$ cat src/rtl/bsg_pkg.sv
// Package for the blocked serpentine grid index generator.
// Holds shared widths, the front-to-back queue head type and the block side table builder.
// No dependencies.
package bsg_pkg;

    localparam int MAX_PATCH_QUADS_DEF = 64;
    localparam int MAX_BLOCK_QUADS_DEF = 8;
    localparam int NW        = 7;
    localparam int IW        = 16;
    localparam int TAB_DEPTH = 1 << NW;

    typedef logic [NW-1:0] cnt_t;
    typedef logic [IW-1:0] idx_t;
    typedef cnt_t side_tab_t [TAB_DEPTH];

    typedef struct packed {
        logic valid;
        logic restart;
    } q_head_t;

    // Elaboration-time table: largest divisor of n not above max_block,
    // or the matching quotient when want_bps is set.
    function automatic side_tab_t build_side_tab(int max_block, bit want_bps);
        side_tab_t t;
        int        c;
        int        s;
        int        q;
        bit        found;
        for (int n = 0; n < TAB_DEPTH; n++) begin
            s     = 1;
            q     = n;
            found = 1'b0;
            c     = (n < max_block) ? n : max_block;
            for (; c > 1; c--) begin
                for (int k = 1; k <= n; k++) begin
                    if (!found && (k * c == n)) begin
                        s     = c;
                        q     = k;
                        found = 1'b1;
                    end
                end
            end
            t[n] = want_bps ? NW'(q) : NW'(s);
        end
        return t;
    endfunction

endpackage

$ cat src/rtl/bsg_front.sv
// Front of the index generator: accepts items and holds them in a two-entry queue.
// Depends on bsg_pkg.
module bsg_front (
    input  logic              clk,
    input  logic              rst_n,
    input  logic              in_valid,
    output logic              in_stall,
    input  logic              restart,
    input  logic              q_pop,
    output bsg_pkg::q_head_t  q_head
);

    logic       mem_reg [2];
    logic       wr_ptr_reg;
    logic       rd_ptr_reg;
    logic [1:0] count_reg;
    logic       push;

    assign in_stall       = (count_reg == 2'd2);
    assign push           = in_valid && !in_stall;
    assign q_head.valid   = (count_reg != 2'd0);
    assign q_head.restart = mem_reg[rd_ptr_reg];

    always_ff @(posedge clk)
    begin
        if (push)
        begin
            mem_reg[wr_ptr_reg] <= restart;
        end
    end

    always_ff @(posedge clk or negedge rst_n)
    begin
        if (!rst_n)
        begin
            wr_ptr_reg <= 1'b0;
            rd_ptr_reg <= 1'b0;
            count_reg  <= 2'd0;
        end
        else
        begin
            if (push)
            begin
                wr_ptr_reg <= !wr_ptr_reg;
            end
            if (q_pop)
            begin
                rd_ptr_reg <= !rd_ptr_reg;
            end
            case ({push, q_pop})
                2'b10:   count_reg <= count_reg + 2'd1;
                2'b01:   count_reg <= count_reg - 2'd1;
                default: count_reg <= count_reg;
            endcase
        end
    end

endmodule

$ cat src/rtl/bsg_back.sv
// Back of the index generator: sweep counters, address arithmetic, output register.
// Depends on bsg_pkg.
module bsg_back #(
    parameter int MAX_PATCH_QUADS = bsg_pkg::MAX_PATCH_QUADS_DEF,
    parameter int MAX_BLOCK_QUADS = bsg_pkg::MAX_BLOCK_QUADS_DEF
) (
    input  logic              clk,
    input  logic              rst_n,
    input  bsg_pkg::q_head_t  q_head,
    output logic              q_pop,
    input  logic              cfg_we,
    input  bsg_pkg::cnt_t     cfg_data,
    output logic              out_valid,
    input  logic              out_stall,
    output bsg_pkg::idx_t     idx_a,
    output bsg_pkg::idx_t     idx_b,
    output bsg_pkg::idx_t     idx_c,
    output bsg_pkg::idx_t     idx_d,
    output bsg_pkg::idx_t     idx_e,
    output bsg_pkg::idx_t     idx_f,
    output logic              last_quad,
    output logic              config_error
);

    localparam bsg_pkg::side_tab_t SIDE_TAB = bsg_pkg::build_side_tab(MAX_BLOCK_QUADS, 1'b0);
    localparam bsg_pkg::side_tab_t BPS_TAB  = bsg_pkg::build_side_tab(MAX_BLOCK_QUADS, 1'b1);
    localparam logic [bsg_pkg::NW:0] MAX_N  = (bsg_pkg::NW + 1)'(MAX_PATCH_QUADS);

    typedef enum logic [1:0] {ST_IDLE, ST_MUL, ST_ADDR, ST_OUT} state_t;

    state_t              state_reg;
    logic                sweep_active_reg;
    bsg_pkg::cnt_t       patch_quads_reg;
    bsg_pkg::cnt_t       n_reg;
    bsg_pkg::cnt_t       bs_reg;
    bsg_pkg::cnt_t       bps_reg;
    bsg_pkg::cnt_t       cb_reg;
    bsg_pkg::cnt_t       bstep_reg;
    bsg_pkg::cnt_t       rstep_reg;
    bsg_pkg::cnt_t       cstep_reg;
    logic                xf_reg;
    bsg_pkg::cnt_t       by_reg;
    bsg_pkg::cnt_t       ly_reg;
    bsg_pkg::cnt_t       lx_reg;
    bsg_pkg::cnt_t       cbp_reg;
    logic                err_reg;
    logic                last_reg;
    bsg_pkg::cnt_t       qy_reg;
    bsg_pkg::cnt_t       qx_reg;
    bsg_pkg::idx_t       ll_reg;
    logic                ov_reg;
    bsg_pkg::idx_t       oa_reg;
    bsg_pkg::idx_t       oc_reg;
    bsg_pkg::idx_t       of_reg;
    logic                olast_reg;
    logic                oerr_reg;

    logic                start;
    logic                n_valid;
    bsg_pkg::cnt_t       bs;
    bsg_pkg::cnt_t       bps;
    bsg_pkg::cnt_t       cb;
    bsg_pkg::cnt_t       bstep;
    bsg_pkg::cnt_t       rstep;
    bsg_pkg::cnt_t       cstep;
    logic                xf;
    logic                yf;
    bsg_pkg::cnt_t       block_y;
    bsg_pkg::cnt_t       local_y;
    bsg_pkg::cnt_t       local_x;
    bsg_pkg::cnt_t       cb_next;
    bsg_pkg::cnt_t       bstep_next;
    bsg_pkg::cnt_t       rstep_next;
    bsg_pkg::cnt_t       cstep_next;
    logic                xf_next;
    logic                last_next;
    logic [13:0]         qy_next;
    logic [13:0]         qx_next;
    logic [bsg_pkg::NW:0] row_len;
    logic                out_load;

    assign q_pop    = (state_reg == ST_IDLE) && q_head.valid;
    assign out_load = (state_reg == ST_OUT) && (!ov_reg || !out_stall);
    assign row_len  = {1'b0, n_reg} + 8'd1;
    assign qy_next  = by_reg * bs_reg + 14'(ly_reg);
    assign qx_next  = cbp_reg * bs_reg + 14'(lx_reg);

    always_comb
    begin
        start   = q_head.restart || !sweep_active_reg;
        n_valid = (patch_quads_reg >= 7'd2) && ({1'b0, patch_quads_reg} <= MAX_N)
                  && !patch_quads_reg[0];
        bs      = start ? SIDE_TAB[patch_quads_reg] : bs_reg;
        bps     = start ? BPS_TAB[patch_quads_reg] : bps_reg;
        cb      = start ? '0 : cb_reg;
        bstep   = start ? '0 : bstep_reg;
        rstep   = start ? '0 : rstep_reg;
        cstep   = start ? '0 : cstep_reg;
        xf      = start ? 1'b1 : xf_reg;
        yf      = !cb[0];
        block_y = yf ? bstep : bps - 7'd1 - bstep;
        local_y = yf ? rstep : bs - 7'd1 - rstep;
        local_x = xf ? cstep : bs - 7'd1 - cstep;

        cstep_next = cstep + 7'd1;
        rstep_next = rstep;
        bstep_next = bstep;
        cb_next    = cb;
        xf_next    = xf;
        last_next  = 1'b0;
        if (cstep_next >= bs)
        begin
            cstep_next = '0;
            xf_next    = !xf;
            rstep_next = rstep + 7'd1;
            if (rstep_next >= bs)
            begin
                rstep_next = '0;
                bstep_next = bstep + 7'd1;
                if (bstep_next >= bps)
                begin
                    bstep_next = '0;
                    cb_next    = cb + 7'd1;
                    if (cb_next >= bps)
                    begin
                        cb_next   = '0;
                        last_next = 1'b1;
                    end
                end
            end
        end
    end

    always_ff @(posedge clk)
    begin
        if (q_pop)
        begin
            by_reg  <= block_y;
            ly_reg  <= local_y;
            lx_reg  <= local_x;
            cbp_reg <= cb;
        end
        if (state_reg == ST_MUL)
        begin
            qy_reg <= qy_next[6:0];
            qx_reg <= qx_next[6:0];
        end
        if (state_reg == ST_ADDR)
        begin
            ll_reg <= bsg_pkg::IW'(qy_reg) * bsg_pkg::IW'(row_len) + bsg_pkg::IW'(qx_reg);
        end
    end

    always_ff @(posedge clk or negedge rst_n)
    begin
        if (!rst_n)
        begin
            state_reg        <= ST_IDLE;
            sweep_active_reg <= 1'b0;
            patch_quads_reg  <= 7'd16;
            n_reg            <= '0;
            bs_reg           <= '0;
            bps_reg          <= '0;
            cb_reg           <= '0;
            bstep_reg        <= '0;
            rstep_reg        <= '0;
            cstep_reg        <= '0;
            xf_reg           <= 1'b1;
            err_reg          <= 1'b0;
            last_reg         <= 1'b0;
            ov_reg           <= 1'b0;
            oa_reg           <= '0;
            oc_reg           <= '0;
            of_reg           <= '0;
            olast_reg        <= 1'b0;
            oerr_reg         <= 1'b0;
        end
        else
        begin
            if (ov_reg && !out_stall && !out_load)
            begin
                ov_reg <= 1'b0;
            end
            case (state_reg)
                ST_IDLE:
                begin
                    if (q_pop)
                    begin
                        if (start && !n_valid)
                        begin
                            sweep_active_reg <= 1'b0;
                            err_reg          <= 1'b1;
                            last_reg         <= 1'b0;
                            state_reg        <= ST_OUT;
                        end
                        else
                        begin
                            if (start)
                            begin
                                n_reg <= patch_quads_reg;
                            end
                            bs_reg           <= bs;
                            bps_reg          <= bps;
                            cb_reg           <= cb_next;
                            bstep_reg        <= bstep_next;
                            rstep_reg        <= rstep_next;
                            cstep_reg        <= cstep_next;
                            xf_reg           <= xf_next;
                            sweep_active_reg <= !last_next;
                            err_reg          <= 1'b0;
                            last_reg         <= last_next;
                            state_reg        <= ST_MUL;
                        end
                    end
                end
                ST_MUL:
                begin
                    state_reg <= ST_ADDR;
                end
                ST_ADDR:
                begin
                    state_reg <= ST_OUT;
                end
                ST_OUT:
                begin
                    if (out_load)
                    begin
                        ov_reg    <= 1'b1;
                        olast_reg <= last_reg;
                        oerr_reg  <= err_reg;
                        if (err_reg)
                        begin
                            oa_reg <= '0;
                            oc_reg <= '0;
                            of_reg <= '0;
                        end
                        else
                        begin
                            oa_reg <= ll_reg;
                            oc_reg <= ll_reg + bsg_pkg::IW'(row_len) + 16'd1;
                            of_reg <= ll_reg + bsg_pkg::IW'(row_len);
                        end
                        state_reg <= ST_IDLE;
                    end
                end
                default:
                begin
                    state_reg <= ST_IDLE;
                end
            endcase
            if (cfg_we)
            begin
                patch_quads_reg  <= cfg_data;
                sweep_active_reg <= 1'b0;
            end
        end
    end

    assign out_valid    = ov_reg;
    assign idx_a        = oa_reg;
    assign idx_b        = oerr_reg ? '0 : oa_reg + 16'd1;
    assign idx_c        = oc_reg;
    assign idx_d        = oa_reg;
    assign idx_e        = oc_reg;
    assign idx_f        = of_reg;
    assign last_quad    = olast_reg;
    assign config_error = oerr_reg;

endmodule

$ cat src/rtl/blocked_serpentine_grid_index_gen.sv
// Top level of the blocked serpentine grid index generator.
// Path: an item is queued, popped in the idle state, goes through the two multiply steps and is loaded.
// The back sequencer takes no new item until the last one is loaded; an error item skips the multiply steps.
// Reset: queue empty, no sweep active, patch_quads = 16, output register empty.
// Depends on bsg_pkg, bsg_front, bsg_back.
module blocked_serpentine_grid_index_gen #(
    parameter int MAX_PATCH_QUADS = bsg_pkg::MAX_PATCH_QUADS_DEF,
    parameter int MAX_BLOCK_QUADS = bsg_pkg::MAX_BLOCK_QUADS_DEF
) (
    input  logic          clk,
    input  logic          rst_n,
    input  logic          in_valid,
    output logic          in_stall,
    input  logic          restart,
    input  logic          cfg_valid,
    output logic          cfg_ready,
    input  bsg_pkg::cnt_t patch_quads,
    output logic          out_valid,
    input  logic          out_stall,
    output bsg_pkg::idx_t idx_a,
    output bsg_pkg::idx_t idx_b,
    output bsg_pkg::idx_t idx_c,
    output bsg_pkg::idx_t idx_d,
    output bsg_pkg::idx_t idx_e,
    output bsg_pkg::idx_t idx_f,
    output logic          last_quad,
    output logic          config_error
);

    bsg_pkg::q_head_t q_head;
    logic             q_pop;

    assign cfg_ready = 1'b1;

    bsg_front u_front (
        .clk      (clk),
        .rst_n    (rst_n),
        .in_valid (in_valid),
        .in_stall (in_stall),
        .restart  (restart),
        .q_pop    (q_pop),
        .q_head   (q_head)
    );

    bsg_back #(
        .MAX_PATCH_QUADS (MAX_PATCH_QUADS),
        .MAX_BLOCK_QUADS (MAX_BLOCK_QUADS)
    ) u_back (
        .clk          (clk),
        .rst_n        (rst_n),
        .q_head       (q_head),
        .q_pop        (q_pop),
        .cfg_we       (cfg_valid && cfg_ready),
        .cfg_data     (patch_quads),
        .out_valid    (out_valid),
        .out_stall    (out_stall),
        .idx_a        (idx_a),
        .idx_b        (idx_b),
        .idx_c        (idx_c),
        .idx_d        (idx_d),
        .idx_e        (idx_e),
        .idx_f        (idx_f),
        .last_quad    (last_quad),
        .config_error (config_error)
    );

    a_err_zero: assert property (@(posedge clk) disable iff (!rst_n)
        out_valid && config_error |-> idx_a == 16'd0 && idx_c == 16'd0 && !last_quad)
        else $error("error item with nonzero fields");

    a_quad_shape: assert property (@(posedge clk) disable iff (!rst_n)
        out_valid && !config_error |-> idx_b == idx_a + 16'd1 && idx_e == idx_f + 16'd1)
        else $error("quad corners inconsistent");

    a_pop_needs_item: assert property (@(posedge clk) disable iff (!rst_n)
        q_pop |-> q_head.valid)
        else $error("pop from empty queue");

endmodule

$ cat config.mk
export PLATFORM = sky130hd
export DESIGN_NAME = blocked_serpentine_grid_index_gen
export DESIGN_NICKNAME = d
export VERILOG_FILES = /design/src/rtl/bsg_pkg.sv /design/src/rtl/bsg_front.sv /design/src/rtl/bsg_back.sv /design/src/rtl/blocked_serpentine_grid_index_gen.sv
export SDC_FILE = /design/constraint.sdc
export NUM_CORES = 1
export LEC_CHECK = 0
export ABC_AREA = 0
export BUFFER_PORTS_ARGS = -buffer_cell sky130_fd_sc_hd__buf_2
export CORE_ASPECT_RATIO = 0.8
export CORE_UTILIZATION = 41
export DETAILED_ROUTE_END_ITERATION = 7
export RECOVER_POWER = 100
export SYNTH_ARGS = -nofsm -noshare
export SYNTH_HDL_FRONTEND = slang
export SYNTH_HIERARCHICAL = 1
export SYNTH_SLANG_ARGS = --single-unit
$ cat constraint.sdc
create_clock -name clk -period 11.8 [get_ports clk]
set_input_delay 1.77 -clock clk [delete_from_list [all_inputs] [get_ports clk]]
set_output_delay 1.77 -clock clk [all_outputs]
set_load 0.03 [all_outputs]
==> results of run 1 <==
worst max path at each step:
| stage | end | depth (start not counted) |
|---|---|---|
| after floorplan | u_back/ll_reg[14] | 18 |
| after global placement | u_back/ly_reg[6] | 16 |
| after detailed placement | u_back/ly_reg[6] | 16 |
| after CTS | u_back/lx_reg[6] | 16 |
| after global routing | u_back/cb_reg[1] | 2 |
| final | u_back/bstep_reg[3] | 16 |
power by group through the flow:
| stage | Combinational [mW] | Clock [mW] | Sequential [mW] |
|---|---|---|---|
| 3_3_place_gp | 3.57 | 0 | 1.25 |
| 5_1_grt | 4.05 | 0.637 | 1.28 |
| 4_1_cts | 3.63 | 0.612 | 1.24 |
| 2_1_floorplan | 2.82 | 0 | 1.23 |
| 3_5_place_dp | 3.61 | 0 | 1.25 |
| 6_report | 3.56 | 0.600 | 1.24 |
through the flow:
stage / worst slack [ns] / std cells / area [µm²] / util (%)
after floorplan: 6.797 / 1767 / 15890 / -
after global placement: 5.957 / 2272 / 16570 / 43.39
after detailed placement: 5.856 / 2272 / 16570 / 43.39
after CTS: 5.800 / 2304 / 17190 / 45.00
after global routing: 3.834 / 2304 / 17030 / 44.58
final: 4.793 / 2305 / 17030 / 44.58
worst min-delay path, delay by kind of cell (launching register included):
kind          cells  cell delay, ns
simple gates      2            0.11
flops             1            0.34
metal layers:
metal / track usage, % / wire (µm)
met4: 4.890 / 554
met1: 29.63 / 19540
met2: 32.39 / 17710
met3: 3.196 / 1998
met5: 0 / 0
kinds of logic after synthesis:
family	Yosys count	synth area share (%)
compound gates	335	13.84
mux	42	3.371
xor+xnor	123	6.781
fa+ha+maj	213	19.80
flops	177	29.78
other cells	1	0.02360
buf+inv	263	7.285
simple gates	613	19.11
final cells by class:
cell class                 instances  share of cell area (%)
clock buffer                      19                   2.667
tap                              495                   3.637
multi-input combinational       1327                   58.74
inverter                         149                   3.284
timing repair buffer             124                   2.917
sequential                       177                   27.79
antenna                            1                 0.01470
clock inverter                    13                  0.9478
cell usage after synthesis (4+ instances only):
cell type / n / area share [%]
and3_1: 23 / 0.91
and4_1: 6 / 0.33
nor2_1: 111 / 2.6
ha_1: 149 / 12
dfrtp_1: 115 / 18
nand3_1: 38 / 1.2
a211oi_1: 11 / 0.52
and2_1: 86 / 3.4
o21ai_1: 4 / 0.13
edfxtp_1: 60 / 11
a21o_1: 28 / 1.3
or2_2: 8 / 0.32
o311ai_0: 5 / 0.28
nand3b_1: 7 / 0.33
inv_1: 147 / 3.5
mux2i_1: 22 / 1.4
a21oi_1: 75 / 2.4
buf_2: 10 / 0.32
a31oi_1: 16 / 0.63
nor3_1: 21 / 0.66
clkbuf_1: 56 / 1.3
xor2_1: 49 / 2.7
o221ai_1: 6 / 0.33
o21bai_1: 4 / 0.19
o31ai_1: 14 / 0.66
nor2b_1: 22 / 0.87
nor4_1: 4 / 0.16
buf_4: 36 / 1.7
nand4_1: 15 / 0.59
mux4_2: 7 / 0.99
fa_1: 64 / 8.1
nand2_1: 214 / 5.1
a311oi_1: 4 / 0.22
nand2b_1: 34 / 1.3
o41ai_1: 6 / 0.33
mux2_2: 12 / 0.85
a22o_1: 17 / 0.94
xnor2_1: 74 / 4.1
a31o_2: 4 / 0.22
or3_1: 5 / 0.20
o21ai_0: 94 / 3.0
buf_1: 9 / 0.21
layout by cell type (no fill, tap or decap), types with 33 or more instances in the layout:
cell,Yosys,routed
xor2_1,49,49
o21ai_0,94,96
nand2_1,214,213
nor2_1,111,111
dfrtp_1,115,115
edfxtp_1,60,60
ha_1,149,149
fa_1,64,64
and2_1,86,67
a21oi_1,75,75
nand2b_1,34,33
inv_1,147,147
clkbuf_1,56,110
nand3_1,38,38
xnor2_1,74,74
==> key figures, run 1 <==
Global routing
  • Initial antenna violation count: 0
  • Vias in the first global route: around 12000
  • Largest net degree at the start of global routing: 74
  • Gr usage total: 20.60%
  • Grt total ovfl: 0
  • First-pass GRT wire length: between 60 and 70 mm

Worst setup path
  • WS Path Type: flop to flop
  • Slowest cell delay on critical path: about 1.6 ns
  • Reg-to-reg endpoint: u_back/bstep_reg[3]
  • Crit-path slowest cell: dfstp_1
  • Worst Path Arrival: 7.33 ns
  • Buf/Inv on CP: 3
  • Worst Setup End Kind: flop
  • Crit. Startpoint: u_back/patch_quads_reg[4]
  • R2R Path Start: u_back/patch_quads_reg[4]
  • Critical path's top delay family: compound AO/OA/AOI/OAI gates
  • Worst reg-to-reg path cell count: 16
  • Crit Path Max Fanout: 44
  • R2r setup slk: approximately 4.8 ns
  • CP cell instances: clkinv_1 > and3_1 > o311a_1 > o211a_1 > a221oi_1 > inv_1 > ha_1 > nor2b_1 > o21ai_0 > a31oi_1 > o21ai_0 > clkbuf_1 > and2_0 > o21ai_0 > a31oi_1 > o21ai_0
  • Most used cell, CP: o21ai_0
  • Critical path required time: ~12 ns
  • Startpoint Class: flop

Die
  • # rows: 64
  • Die width: between 200 and 250 µm
  • Die area: roughly 40000 µm²
  • Die H: roughly 180 µm
  • Io pins: between 100 and 150
  • Core box area: around 38000 µm²
  • Initial core utilization: between 40% and 50%

Power
  • Net switching power: 2.633 mW
  • Sw frac: between 40% and 50%
  • Power Total: ~5.4 mW
  • VDD IR max: ~0.30 mV
  • Pwr/cell area: 317.2 nW/µm²
  • Part of the power in the clock network: between 10% and 20%
  • Sequential share of power: 23.0%
  • Comb power frac: between 60 and 70%
  • LEAKAGE: about 7.5 nW
  • Int Pwr: roughly 2.8 mW

Logic synthesis
  • Yosys reg bits: 177
  • Synth Cell Area: 15890 µm²
  • Prevailing post-synth register cell: dfrtp_1
  • Register area share after synthesis: 29.78%
  • Syn Inst Count: between 1500 and 2000
  • Synth async-reset ratio: roughly 66%
  • Number of synthesized flops with an enable pin: 60
  • YS warnings: 6
  • Syn_nets: between 1500 and 2000
  • Yosys cell types: between 80 and 90
  • Mean post-synth cell area: ~9 µm²

Clocking
  • CTS max path bufs: 2
  • Skew-Pair Late Insertion Delay: 0.45 ns
  • Clock tree root driver cell: clkbuf_16
  • Post-CTS Resized: 0
  • Post-CTS Setup Bufs: 0
  • CTS tree: done
  • CTS buffer count: 17
  • Hold_buf cts: 0
  • CTS Sinks: approximately 180
  • Register clock-pin slew on the reported worst setup and hold paths: ~0.07 ns
  • H-tree levels: 4

Cells and area
  • Synthesis-to-layout area growth: 7.182%
  • Layout cells sized above 1: 5.196%
  • Fin nets: ~2000
  • FF+latch area: 4732 µm²
  • Fill cells: 3754
  • Area occupied by multi-input gates: ~10000 µm²

STA
  • Clock Skews: 0.01188 ns
  • Final min period: roughly 7 ns
  • RSZ-0062 raised after global routing: false
  • Max frequency: 0.1427 GHz
  • Setup TNS Final: 0 ns
  • Fin crit share: about three fifths
  • Hold Vio Cnt, Final: 0
  • Final Max Slew Viols: approximately 330
  • Worst slew pin tran: between 3 and 4 ns
  • Max_slew headroom: -139.8%
  • # setup viols final: 0
  • WHS: about 0.48 ns

Min path
  • Hold Path Class: flop to flop
  • Worst Hold Launch: u_back/idx_f[15]
  • Worst hold stages: 2
  • Worst Hold Path EP: u_back/idx_f[15]

Detailed routing
  • DRT antenna net count: 0
  • Via/cell ratio: ~5.5
  • DR iter-0 viols: 1133
  • Vias post-DR: between 10000 and 15000
  • WL/cell: approximately 17 µm
  • Pre-antenna DRT Iters: 5
  • DRT Wirelength: a little under 40 mm
  • # DRC: 0

Placement
  • Final Wtd Congestion: 0.9252
  • Hpwl dp: 30.12 mm
  • Port Buf Inserts: 112

Job
  • Max Cap Viol: 7

Status
  • Failing checks: capacitance limit, slew limit
  • Status: finished with violations
(Power assumes the default switching activity.)
==> run 2: changes to the inputs <==
Clock period 11.8 ns to 7.25 ns, I/O delays scaled along.
==> run 2 against run 1 <==
Net effect:
- the run still ends with capacitance limit, slew limit left
- global-route usage grew 0.056 points
- clock skew shrank 0.0036 ns
- worst setup slack lost 3.7 ns
- design area is essentially flat
- die area is the same
- via count is the same
- clock-buffer cell count shrank 1
- combinational power grew 62%
- sequential power grew 63%
==> key figures, run 2 (synthesized netlist as in run 1, its figures left out) <==
STA
  • Fin crit share: 85.10%
  • Final Max Slew Viols: around 230
  • Clock Skews: roughly 0.0083 ns
  • Final min period: 6.169 ns
  • Worst slew pin tran: slightly below 3 ns
  • Setup TNS Final: 0 ns
  • RSZ-0062 raised after global routing: false
  • # setup viols final: 0
  • Max frequency: approximately 0.16 GHz
  • Hold Vio Cnt, Final: 0
  • Max_slew headroom: -95.52%

Status
  • Status: finished with violations
  • Failing checks: capacitance limit, slew limit

Clocking
  • CTS max path bufs: 2
  • Register clock-pin slew on the reported worst setup and hold paths: about 0.08 ns
  • H-tree levels: 4
  • Clock tree root driver cell: clkbuf_16
  • CTS buffer count: 17
  • Hold_buf cts: 0
  • Post-CTS Setup Bufs: 0
  • Skew-Pair Late Insertion Delay: roughly 0.45 ns
  • CTS Sinks: ~180
  • CTS tree: done
  • Post-CTS Resized: 0

Die
  • Initial core utilization: just over 40%
  • Die area: roughly 40000 µm²
  • Die width: between 200 and 250 µm
  • Core box area: between 30000 and 40000 µm²
  • # rows: between 60 and 70
  • Io pins: about 110
  • Die H: ~180 µm

Detailed routing
  • Via/cell ratio: 5.461
  • Met1 WL: between 15 and 20 mm
  • DRT antenna net count: 0
  • Met3 routed wirelength: between 2 and 2.5 mm
  • Pre-antenna DRT Iters: 5
  • WL/cell: between 15 and 20 µm
  • Max Used Layer: met4
  • Vias post-DR: 12603
  • # DRC: 0
  • DR iter-0 viols: 920
  • DRT Wirelength: approximately 40 mm
  • WL met2: approximately 18 mm

Worst setup path
  • Crit Path Max Fanout: 19
  • Crit. Startpoint: u_back/patch_quads_reg[0]
  • Worst Setup End Kind: flop
  • Critical path required time: ~7.6 ns
  • Worst Path Arrival: between 6 and 7 ns
  • WS Path Type: flop to flop
  • Startpoint Class: flop
  • R2R Path Start: u_back/patch_quads_reg[0]

Cells and area
  • Most common cell after layout, fill and taps aside: nand2_1
  • Fin nets: 2026
  • Synthesis-to-layout area growth: 7.119%
  • Fill cells: 3810
  • Diode count: 0
  • Layout cells sized above 1: between 5 and 6%
  • Most frequent cells in the layout: nand2_1, ha_1, inv_1
  • Final Cell Area: 17020 µm²

Global routing
  • Vias in the first global route: around 12000
  • First-pass GRT wire length: about 65 mm
  • Gr usage total: between 20% and 30%
  • Grt total ovfl: 0
  • Initial antenna violation count: 0
  • Largest net degree at the start of global routing: 74

Placement
  • Port Buf Inserts: around 110
  • Hpwl dp: 30.36 mm
  • DP Area: around 17000 µm²
  • Final Wtd Congestion: 0.9222

Power
  • Pwr/cell area: 512.5 nW/µm²
  • Power Total: ~8.7 mW
  • LEAKAGE: 7.495 nW
  • VDD IR max: approximately 0.45 mV

Min path
  • Worst Hold Launch: u_back/idx_f[15]
  • Hold Path Class: flop to flop

Job
  • Max Cap Viol: 4
-- run 2: cell types whose count changed in the layout (fill, tap and decap cells not counted), moves of 2 or more --
cell	change
inv_8	-2
inv_6	+3
buf_4	+4
bufinv_16	-2
clkinv_4	-2
clkinv_8	+3
-- run 2: cell type report --
cell class                 instances  area [µm²]  area share (%)
tap                              495       619.3           3.639
sequential                       177        4732           27.80
timing repair buffer             128       526.8           3.095
multi-input combinational       1327        9990           58.70
clock inverter                    14       141.4          0.8308
inverter                         149       559.3           3.286
clock buffer                      18       450.4           2.647
-- run 2: worst paths after layout --
| kind | endpoint | slack (ns) | cells past startpoint |
|---|---|---|---|
| max | u_back/cb_reg[4] | 1.08 | 17 |
| min | u_back/idx_f[15] | 0.48 | 2 |
| max reg2reg | u_back/cb_reg[4] | 1.08 | 17 |
| min reg2reg | u_back/idx_f[15] | 0.48 | 2 |
| max in group asynchronous | u_back/cb_reg[1] | 2.75 | 2 |
| min in group asynchronous | u_back/idx_a[10] | 1.58 | 1 |
-- run 2: metrics by stage --
stage	hold WS (ns)	std cells	setup WS, ns	utilization (%)
after floorplan	0.4460	1767	2.247	-
after global placement	0.4593	2276	1.500	43.47
after detailed placement	0.4666	2276	1.469	43.47
after CTS	0.4841	2308	1.437	45.02
after global routing	0.5083	2308	0.7836	44.56
final	0.4827	2308	1.081	44.56
-- run 2: critical path, stage by stage (launching register included) --
cell	delay [ns]
dfrtp_1	0.62
inv_1	0.33
ha_1	0.64
nand2_1	0.28
and3_1	0.25
o311a_1	0.28
o211a_1	0.22
a221oi_1	0.69
inv_1	0.17
ha_1	0.36
nor2b_1	0.05
o21ai_0	0.22
a31oi_1	0.11
o21ai_0	0.17
clkbuf_1	0.56
nand3b_1	0.38
nor3_1	0.54
a22o_1	0.24
-- run 2: routing by layer --
layer | GRT usage (%) | vias to the layer above
met5 | 0 | -
li1 | - | 6086
met1 | 30.01 | 6127
met2 | 31.77 | 338
met4 | 6.858 | 0
met3 | 2.520 | 52
-- run 2: report_power, final --
group          switching [mW]  total (mW)  internal, mW
Sequential              0.412        2.02          1.61
Combinational            3.42        5.77          2.35
Clock                   0.452       0.930         0.478
